==> config.mk <==
export PLATFORM = sky130hd
export DESIGN_NAME = fixed_region_partitioner
export DESIGN_NICKNAME = d
export VERILOG_FILES = /design/src/rtl/frp_pkg.sv /design/src/rtl/fixed_region_partitioner.sv
export SDC_FILE = /design/constraint.sdc
export NUM_CORES = 1
export LEC_CHECK = 0
export BUFFER_PORTS_ARGS = -buffer_cell sky130_fd_sc_hd__buf_4
export CORE_ASPECT_RATIO = 1.2
export CORE_MARGIN = 1
export CORE_UTILIZATION = 65
export CTS_BUF_LIST = sky130_fd_sc_hd__clkbuf_8
export DETAILED_ROUTE_END_ITERATION = 8
export PLACE_DENSITY = 0.82
export SKIP_CTS_REPAIR_TIMING = 1
export SYNTH_ARGS = -nofsm -noshare
export SYNTH_HDL_FRONTEND = slang
export SYNTH_SLANG_ARGS = --single-unit
==> constraint.sdc <==
create_clock -name clk_i -period 8.3 [get_ports clk_i]
set_clock_uncertainty 0.2 [all_clocks]
set_input_delay 2.49 -clock clk_i [delete_from_list [all_inputs] [get_ports clk_i]]
set_output_delay 2.49 -clock clk_i [all_outputs]
set_load 0.05 [all_outputs]
==> src/rtl/frp_pkg.sv <==
// Package for the fixed region partitioner: field widths, register indexes,
// reset values and the result item type. No dependencies.
package frp_pkg;

  localparam int unsigned PosW     = 17;
  localparam int unsigned LenW     = 16;
  localparam int unsigned CntW     = 11;
  localparam int unsigned MaskW    = 8;
  localparam int unsigned SymW     = 3;
  localparam int unsigned CfgIdxW  = 2;
  localparam int unsigned CfgDataW = 16;

  localparam logic [MaskW-1:0] AllowedMaskRst  = 8'd15;
  localparam logic [LenW-1:0]  RegionLengthRst = 16'd20;
  localparam logic [CntW-1:0]  MaxRegionsRst   = 11'd64;

  typedef enum logic [CfgIdxW-1:0] {
    CfgAllowedMask  = 2'd0,
    CfgRegionLength = 2'd1,
    CfgMaxRegions   = 2'd2
  } cfg_idx_e;

  typedef struct packed {
    logic [PosW-1:0] span_begin;
    logic [PosW-1:0] span_end;
    logic            region_valid;
    logic            final_region;
    logic [CntW-1:0] region_total;
  } result_t;

endpackage

==> src/rtl/fixed_region_partitioner.sv <==
// Fixed region partitioner top level: per-symbol region state and result queue.
// Depends on frp_pkg.
//
// Takes one key symbol per cycle while in_ready_o is high and cuts the key
// into regions of span_length allowed symbols; a disallowed symbol restarts
// the open region after it. Each closed region is held back one step so that,
// on the last symbol, its end can stretch to the key end. An item is processed
// in the cycle it is accepted and its zero, one or two results are registered
// in a four-entry result queue, from which the output port reads them;
// in_ready_o is high while the queue has room for two results. A key never
// yields more results than it has symbols and the output port delivers one
// result per cycle, so a new symbol is accepted every cycle and the input stalls
// only while the receiver holds off. Configuration writes take effect the next
// cycle and must only happen while no results are pending.
module fixed_region_partitioner #(
  parameter int unsigned MAX_KEY_LENGTH = 65536
) (
  input  logic                         clk_i,
  input  logic                         rst_ni,
  input  logic                         cfg_we_i,
  input  logic [frp_pkg::CfgIdxW-1:0]  cfg_index_i,
  input  logic [frp_pkg::CfgDataW-1:0] cfg_data_i,
  input  logic                         in_valid_i,
  output logic                         in_ready_o,
  input  logic [frp_pkg::SymW-1:0]     symbol_i,
  input  logic                         end_of_key_i,
  output logic                         out_valid_o,
  input  logic                         out_ready_i,
  output logic [frp_pkg::PosW-1:0]     span_begin_o,
  output logic [frp_pkg::PosW-1:0]     span_end_o,
  output logic                         region_valid_o,
  output logic                         final_region_o,
  output logic [frp_pkg::CntW-1:0]     region_total_o
);

  localparam int unsigned KeyPosW = $clog2(MAX_KEY_LENGTH + 1);
  localparam int unsigned Depth   = 4;
  localparam int unsigned PtrW    = $clog2(Depth);
  localparam int unsigned FillW   = $clog2(Depth + 1);

  logic [frp_pkg::MaskW-1:0] allowed_mask_q;
  logic [frp_pkg::LenW-1:0]  span_length_q;
  logic [frp_pkg::CntW-1:0]  max_regions_q;

  logic [KeyPosW-1:0]       key_pos_q, key_pos_d;
  logic [KeyPosW-1:0]       open_start_q, open_start_d;
  logic [frp_pkg::LenW-1:0] open_count_q, open_count_d;
  logic [frp_pkg::CntW-1:0] regions_q, regions_d;
  logic [KeyPosW-1:0]       held_begin_q, held_begin_d;
  logic [KeyPosW-1:0]       held_end_q, held_end_d;
  logic                     held_q, held_d;
  logic                     cutoff_q, cutoff_d;

  logic                     accept;
  logic                     cut;
  logic                     active;
  logic                     allowed;
  logic [KeyPosW-1:0]       next_pos;
  logic [frp_pkg::LenW-1:0] count_inc;
  logic                     close_region;
  logic                     emit_mid;
  logic                     emit_fin;
  logic [KeyPosW-1:0]       fin_end;
  frp_pkg::result_t         mid_res;
  frp_pkg::result_t         fin_res;

  frp_pkg::result_t         fifo_q [Depth];
  logic [PtrW-1:0]          wptr_q, rptr_q;
  logic [FillW-1:0]         fill_q;
  logic                     pop;
  logic [1:0]               n_push;
  frp_pkg::result_t         head;

  // Configuration registers
  always_ff @(posedge clk_i or negedge rst_ni) begin
    if (!rst_ni) begin
      allowed_mask_q <= frp_pkg::AllowedMaskRst;
      span_length_q  <= frp_pkg::RegionLengthRst;
      max_regions_q  <= frp_pkg::MaxRegionsRst;
    end else if (cfg_we_i) begin
      unique case (cfg_index_i)
        frp_pkg::CfgAllowedMask:  allowed_mask_q <= cfg_data_i[frp_pkg::MaskW-1:0];
        frp_pkg::CfgRegionLength: span_length_q  <= cfg_data_i[frp_pkg::LenW-1:0];
        frp_pkg::CfgMaxRegions:   max_regions_q  <= cfg_data_i[frp_pkg::CntW-1:0];
        default: ;
      endcase
    end
  end

  assign accept   = in_valid_i && in_ready_o;
  assign cut      = cutoff_q || (regions_q >= max_regions_q);
  assign active   = !cut && (key_pos_q < KeyPosW'(MAX_KEY_LENGTH));
  assign allowed  = allowed_mask_q[symbol_i];
  assign next_pos = key_pos_q + KeyPosW'(1);
  assign count_inc = (open_count_q == '1) ? open_count_q
                                          : open_count_q + frp_pkg::LenW'(1);
  assign close_region = active && allowed && (span_length_q != '0)
                        && (count_inc == span_length_q);
  assign emit_mid = accept && close_region && held_q;

  // Region state after the symbol, before end-of-key handling
  logic [KeyPosW-1:0]       pos_n, start_n, hbeg_n, hend_n;
  logic [frp_pkg::LenW-1:0] count_n;
  logic [frp_pkg::CntW-1:0] regions_n;
  logic                     held_n;

  always_comb begin
    pos_n     = key_pos_q;
    start_n   = open_start_q;
    count_n   = open_count_q;
    regions_n = regions_q;
    hbeg_n    = held_begin_q;
    hend_n    = held_end_q;
    held_n    = held_q;
    if (active) begin
      pos_n = next_pos;
      if (!allowed) begin
        start_n = next_pos;
        count_n = '0;
      end else if (close_region) begin
        hbeg_n    = open_start_q;
        hend_n    = next_pos;
        held_n    = 1'b1;
        regions_n = regions_q + frp_pkg::CntW'(1);
        start_n   = next_pos;
        count_n   = '0;
      end else begin
        count_n = count_inc;
      end
    end
  end

  assign fin_end = ((count_n != '0) && (start_n == hend_n)) ? pos_n : hend_n;
  assign emit_fin = accept && end_of_key_i;

  always_comb begin
    mid_res.span_begin   = frp_pkg::PosW'(held_begin_q);
    mid_res.span_end     = frp_pkg::PosW'(held_end_q);
    mid_res.region_valid = 1'b1;
    mid_res.final_region = 1'b0;
    mid_res.region_total = '0;
    fin_res.final_region = 1'b1;
    if (held_n) begin
      fin_res.span_begin   = frp_pkg::PosW'(hbeg_n);
      fin_res.span_end     = frp_pkg::PosW'(fin_end);
      fin_res.region_valid = 1'b1;
      fin_res.region_total = regions_n;
    end else begin
      fin_res.span_begin   = '0;
      fin_res.span_end     = '0;
      fin_res.region_valid = 1'b0;
      fin_res.region_total = '0;
    end
  end

  always_comb begin
    key_pos_d    = key_pos_q;
    open_start_d = open_start_q;
    open_count_d = open_count_q;
    regions_d    = regions_q;
    held_begin_d = held_begin_q;
    held_end_d   = held_end_q;
    held_d       = held_q;
    cutoff_d     = cutoff_q;
    if (accept) begin
      if (end_of_key_i) begin
        key_pos_d    = '0;
        open_start_d = '0;
        open_count_d = '0;
        regions_d    = '0;
        held_begin_d = '0;
        held_end_d   = '0;
        held_d       = 1'b0;
        cutoff_d     = 1'b0;
      end else begin
        key_pos_d    = pos_n;
        open_start_d = start_n;
        open_count_d = count_n;
        regions_d    = regions_n;
        held_begin_d = hbeg_n;
        held_end_d   = hend_n;
        held_d       = held_n;
        cutoff_d     = cut;
      end
    end
  end

  always_ff @(posedge clk_i or negedge rst_ni) begin
    if (!rst_ni) begin
      key_pos_q    <= '0;
      open_start_q <= '0;
      open_count_q <= '0;
      regions_q    <= '0;
      held_begin_q <= '0;
      held_end_q   <= '0;
      held_q       <= 1'b0;
      cutoff_q     <= 1'b0;
    end else begin
      key_pos_q    <= key_pos_d;
      open_start_q <= open_start_d;
      open_count_q <= open_count_d;
      regions_q    <= regions_d;
      held_begin_q <= held_begin_d;
      held_end_q   <= held_end_d;
      held_q       <= held_d;
      cutoff_q     <= cutoff_d;
    end
  end

  // Result queue
  assign pop    = out_valid_o && out_ready_i;
  assign n_push = {1'b0, emit_mid} + {1'b0, emit_fin};

  always_ff @(posedge clk_i) begin
    if (emit_mid) begin
      fifo_q[wptr_q] <= mid_res;
    end
    if (emit_fin) begin
      fifo_q[wptr_q + PtrW'(emit_mid)] <= fin_res;
    end
  end

  always_ff @(posedge clk_i or negedge rst_ni) begin
    if (!rst_ni) begin
      wptr_q <= '0;
      rptr_q <= '0;
      fill_q <= '0;
    end else begin
      wptr_q <= wptr_q + PtrW'(n_push);
      if (pop) begin
        rptr_q <= rptr_q + PtrW'(1);
      end
      fill_q <= fill_q + FillW'(n_push) - FillW'(pop);
    end
  end

  assign in_ready_o  = (fill_q <= FillW'(Depth - 2));
  assign out_valid_o = (fill_q != '0);
  assign head        = fifo_q[rptr_q];

  assign span_begin_o   = head.span_begin;
  assign span_end_o     = head.span_end;
  assign region_valid_o = head.region_valid;
  assign final_region_o = head.final_region;
  assign region_total_o = head.region_total;

  a_fill_bound: assert property (@(posedge clk_i) disable iff (!rst_ni)
    fill_q <= FillW'(Depth))
    else $error("result queue overfilled");

  a_held_count: assert property (@(posedge clk_i) disable iff (!rst_ni)
    held_q == (regions_q != '0))
    else $error("held region flag disagrees with region count");

  a_pos_bound: assert property (@(posedge clk_i) disable iff (!rst_ni)
    key_pos_q <= KeyPosW'(MAX_KEY_LENGTH))
    else $error("key position beyond maximum key length");

  a_key_clear: assert property (@(posedge clk_i) disable iff (!rst_ni)
    accept && end_of_key_i |=> (key_pos_q == '0) && !held_q && !cutoff_q)
    else $error("key state not cleared after last symbol");

endmodule
== After elaboration in Yosys (flattened, before gate mapping) ==
Memory sizes are Yosys's and may differ from the RTL's.
Cells that the tools add are included.

* Add/subtract/negate cells: 9
* Multiply operators: 0
* Divide/modulo/power cells: 0
* Order comparisons: 4
* Equal/unequal tests: 5
* Shift operators: 0
* Mux-type cells: 37
* Bitwise gates (word level): 0
* Reductions and logical operators: 19

{| class="wikitable"
|+ Operators with widths
! kind !! number
|-
| 17-bit 2-to-1 mux || 15
|-
| 16-bit 2-to-1 mux || 5
|-
| 11-bit 2-to-1 mux || 5
|-
| 35-bit 2-to-1 mux || 1
|-
| 16-bit nonzero test || 2
|-
| 17-bit by 1-bit adder with 17-bit output (second input constant) || 1
|-
| 17-bit equality test || 1
|-
| 17-bit less-than comparator (second input constant) || 1
|-
| 16-bit by 1-bit adder with 16-bit output (second input constant) || 1
|-
| 16-bit equality test || 1
|-
| 16-bit equality test (second input constant) || 1
|-
| 11-bit by 1-bit adder with 11-bit output (second input constant) || 1
|-
| 11-bit greater-or-equal comparator || 1
|-
| 1-bit logical AND || 10
|-
| 1-bit 2-to-1 mux || 10
|-
| 2-bit AND reduction || 3
|-
| 3-bit by 4-bit less-than comparator with 1-bit output (second input constant) || 1
|-
| 3-bit by 2-bit adder with 3-bit output || 1
|-
| 1-bit binary-select mux with 3-bit select || 1
|-
| 3-bit by 2-bit <= comparator with 1-bit output (second input constant) || 1
|-
| 3-bit nonzero test || 1
|-
| 3-bit by 1-bit subtractor with 3-bit output || 1
|-
| 1-bit by 1-bit adder with 2-bit output || 1
|-
| 2-bit by 1-bit adder with 2-bit output || 1
|-
| 7 further kinds || 7
|}

* Register bits: 139
* Latch bits: 0
* Memory bits (writable): 188
* Bits in read-only memories: 0
* Input port bits: 27
* Output and inout port bits: 49
* Word-level logic and storage cells: 89
* Memories: 1

{| class="wikitable"
|+ Memory list
! memory !! words !! bits a word !! rd ports !! clocked after Yosys merged registers in !! write ports !! line !! RTL
|-
| fifo_q || 4 || 47 || 1 || 0 || 2 || fixed_region_partitioner.sv:67 || <nowiki>frp_pkg::result_t fifo_q [Depth];</nowiki>
|}

== Longest topological paths before layout ==
* Depth after elaboration: 14
* Gate-level depth with buffers: 22

== Least setup slack after synthesis ==
Ideal clock, no wire load.

* Path type: in2reg
* Start point: input symbol_i[1] (netlist name)
* End point: memory fifo_q[3][0] (netlist name), enable pin
* Setup time: 0.404 ns
* Data arrival time: 5.842 ns
* Slack: 1.854 ns
* Cell stages on the path: 12
* Buffers on the path: 0
* Cell sequence: mux4_2 > mux2i_2 > a311o_1 > nor4b_4 > nand4_1 > nor2_1 > nand2_1 > inv_1 > ha_1 > xor2_1 > nand3_1 > nand2_1

{| class="wikitable"
|+ RTL lines
! element !! line !! RTL
|-
| from (decl) || fixed_region_partitioner.sv:25 || <nowiki>input logic [frp_pkg::SymW-1:0] symbol_i,</nowiki>
|-
| to (decl) || fixed_region_partitioner.sv:67 ||
|}

==> flow_summary.json <==
{
  "fmax_mhz": 146,
  "cpLargestDelayFamily": "simple AND/OR/NAND/NOR gates",
  "grt_usage_pct": 37.8,
  "io_pins": 76,
  "startpoint_type": "flop",
  "setup_tns_ns": 0,
  "yosysUniqueCellTypes": 87,
  "cap_violations": 0,
  "nets": 1747,
  "clock_path_buffers": 3,
  "antenna_left": 0,
  "placed_area_sq_mm": 0.0190,
  "slew_headroom_pct": 23.5,
  "worstSetupPathType": "flop to flop",
  "min-delay-path-class": "flop to flop",
  "reg2reg_to": "fifo_q[0][40]$_DFFE_PP_",
  "period_needed_ns": 6.83,
  "rsz0062_at_grt": "no",
  "avgSynthCellArea_sq_um": 10.8,
  "worstPathCellList": "ha_1 -> and3_1 -> nand4_1 -> a311oi_1 -> o32a_1 -> nand3b_1 -> nor3_1 -> nand4_1 -> buf_4 -> nor2_1 -> nand2_1 -> inv_1 -> ha_1 -> xor2_1 -> nor3_1 -> nor3_1 -> and3_1 -> a21o_1 -> a22o_1",
  "cp.arrival_ns": 7.10,
  "antenna_found_initial": 0,
  "gp_congestion": 0.960,
  "cp_num_buf_inv": 2,
  "cp_max_fo": 17,
  "cp_common_cell": "nor3_1",
  "setup_violations": 0,
  "power_frac_comb_pct": 36.0,
  "synth_seq_area_share_pct": 49.8,
  "fin_crit_sh_pct": 82.3,
  "dp_cells": 2019,
  "wl_mm": 53.1,
  "diodes": 0,
  "cts_made_buffers": 52,
  "area_delta_synth_final_pct": 9.75,
  "worst_slack_ns": 1.47,
  "worstHoldStart": "fifo_q[1][11]$_SDFFE_PP1P_",
  "routed_via_density": 7.06,
  "p_leak_nw": 7.53,
  "crit_slowest_cell": "and3_1",
  "synth_edf_count": 184,
  "dp_hpwl_mm": 36.1,
  "dieArea_sq_mm": 0.0288,
  "clkPwrFrac_pct": 23.3,
  "clkLatencyLatePin_ns": 0.62,
  "hold_viol": 0,
  "synth_ff_type": "edfxtp_1",
  "drtPass1Iterations": 8,
  "dieHeight_um": 186,
  "cpPeakStageDelay_ns": 0.58,
  "crit_start": "open_count_q[0]$_DFFE_PN0P_",
  "drive_gt1_share_pct": 18.0,
  "r2r.worst_path.cells": 19,
  "whs_path_depth": 2,
  "pwr-share-seq_pct": 40.7,
  "power-per-cell-area_mw_per_mm2": 306,
  "r2r_start": "open_count_q[0]$_DFFE_PN0P_",
  "required_ns": 8.58,
  "synth_area_sq_mm": 0.0183,
  "num_vias": 14939,
  "cts.clk_slew.worst_paths_ns": 0.06,
  "internal_power_mw": 3.56,
  "grt_pass1_wl_mm": 82.2,
  "cts-root-buf": "clkbuf_8",
  "syn-num-nets": 1739,
  "drc_errors": 0,
  "async_reset_ff_share_pct": 42.5,
  "io_buffers": 75,
  "outcome": "finished, final reports clean",
  "switching_share_pct": 41.9,
  "yosysWarningCount": 0,
  "worst_pin_slew_ns": 1.14,
  "detail_route.iter0.violations": 1760,
  "design_area_sq_mm": 0.0200,
  "endpoint_kind": "flop",
  "drt-wirelength-per-cell_um": 25.1,
  "stdcell_count": 2116,
  "core_sq_mm": 0.0273,
  "vdd_drop_max_uv": 274,
  "cts.htree.levels": 2,
  "fin_util_pct": 73.3,
  "ys_ff_latch": 327,
  "start_util_pct": 66.8,
  "maxSlewViolCount": 0,
  "grt_overflow": 0,
  "syn_inst": 1691,
  "dieWidth_um": 155,
  "cts_tree": "done",
  "hold_end": "fifo_q[1][11]$_SDFFE_PP1P_",
  "grt_pass1_vias": 14338,
  "dpl_worst_slack_ns": 1.02,
  "regToRegSetupSlack_ns": 1.47,
  "grt_max_degree": 85,
  "p_sw_mw": 2.57,
  "clock_sinks": 327,
  "std_cell_rows": 66
}
==> sequential cells by signal, summed over array words and instances (netlist names) <==
| signal | flops |
|---|---|
| allowed_mask_q | 8 |
| cutoff_q | 1 |
| fifo_q | 188 |
| fill_q | 3 |
| held_begin_q | 17 |
| held_end_q | 17 |
| held_q | 1 |
| key_pos_q | 17 |
| max_regions_q | 11 |
| open_count_q | 16 |
| open_start_q | 17 |
| regions_q | 11 |
| rptr_q | 2 |
| span_length_q | 16 |
| wptr_q | 2 |
==> worst reg2reg max path: stages (launching register included) <==
cell      delay [ns]
dfrtp_1         0.56
ha_1            0.41
and3_1          0.51
nand4_1         0.58
a311oi_1        0.53
o32a_1          0.23
nand3b_1        0.08
nor3_1          0.41
nand4_1         0.15
buf_4           0.24
nor2_1          0.30
nand2_1         0.14
inv_1           0.10
ha_1            0.21
xor2_1          0.29
nor3_1          0.13
nor3_1          0.19
and3_1          0.58
a21o_1          0.58
a22o_1          0.28
==> worst max path at each step <==
stage / to / depth (start not counted)
after detailed placement: fifo_q[0][40]$_DFFE_PP_ / 18
after global placement: fifo_q[0][37]$_DFFE_PP_ / 18
after CTS: fifo_q[0][40]$_DFFE_PP_ / 19
final: fifo_q[0][40]$_DFFE_PP_ / 19
after global routing: fifo_q[0][40]$_DFFE_PP_ / 19
after floorplan: fifo_q[3][0]$_DFFE_PP_ / 12
==> cell type report <==
cell class | instances | area, sq um
Clock inverter | 39 | 279
Inverter | 58 | 218
Multi-Input combinational cell | 1152 | 8350
Fill cell | 1858 | 7300
Timing Repair Buffer | 108 | 827
Sequential cell | 327 | 9100
Tap cell | 374 | 468
Clock buffer | 58 | 798
==> cells in the mapped netlist (all sizes together) (10+ instances only) <==
master | number | area [sq um]
nor4 | 20 | 163
a22oi | 41 | 313
inv | 58 | 218
a21oi | 72 | 360
o22ai | 34 | 213
nand2 | 156 | 586
nand4 | 23 | 165
o21ai | 117 | 597
o211ai | 13 | 97.6
nor2b | 10 | 62.6
buf | 42 | 204
ha | 20 | 250
a21o | 15 | 113
mux4 | 49 | 1100
mux2 | 37 | 417
a221oi | 10 | 141
nand2b | 12 | 75.1
a22o | 101 | 885
nor2 | 123 | 462
xnor2 | 36 | 315
nor3 | 40 | 205
edfxtp | 184 | 5530
or3 | 11 | 68.8
mux2i | 10 | 104
xor2 | 28 | 245
dfrtp | 132 | 3300
clkbuf | 112 | 420
nand3 | 39 | 195
and3 | 10 | 62.6
==> power groups by stage <==
stage / sequential [mW] / combinational [mW] / clock [mW]
after floorplan: 2.12 / 1.84 / 0
after global placement: 2.48 / 2.13 / 0
after detailed placement: 2.50 / 2.17 / 0
after CTS: 2.47 / 2.18 / 1.44
after global routing: 2.52 / 2.32 / 1.51
final: 2.50 / 2.21 / 1.43
==> per-layer routing <==
metal / track usage [%] / vias to the layer above / wire, um
li1: - / 6459 / -
met2: 61.9 / 1099 / 25600
met1: 48.1 / 7194 / 19200
met5: 0 / - / 0
met3: 8.15 / 187 / 5900
met4: 18.1 / 0 / 2400
==> cell usage in the layout, fill, tap and decap left out, drive strengths merged, types with 37 or more instances in the layout <==
master,Yosys,layout
nand2,156,156
nor3,40,40
dfrtp,132,132
a22o,101,101
mux4,49,49
clkbuf,112,58
inv,58,75
o21ai,117,117
buf,42,108
mux2,37,37
a21oi,72,72
nor2,123,123
edfxtp,184,184
nand3,39,39
a22oi,41,41
==> metrics by stage <==
stage,hold slack [ns],total power [mW]
after floorplan,0.218,3.96
final,0.262,6.13
after global routing,0.277,6.36
after CTS,0.258,6.09
after global placement,0.229,4.62
after detailed placement,0.250,4.67
==> cells by family (layout without fill, tap and decap cells) <==
group | after synthesis | count (layout) | share of synthesized area (%)
AO/OA/AOI/OAI | 492 | 492 | 19.3
XOR/XNOR | 64 | 64 | 3.07
adder cells (fa/ha/maj) | 21 | 21 | 1.48
buffers and inverters | 212 | 263 | 4.61
flip-flops | 327 | 327 | 49.8
multiplexers | 96 | 96 | 8.90
AND/OR/NAND/NOR | 479 | 479 | 12.8
(Power assumes the default switching activity.)
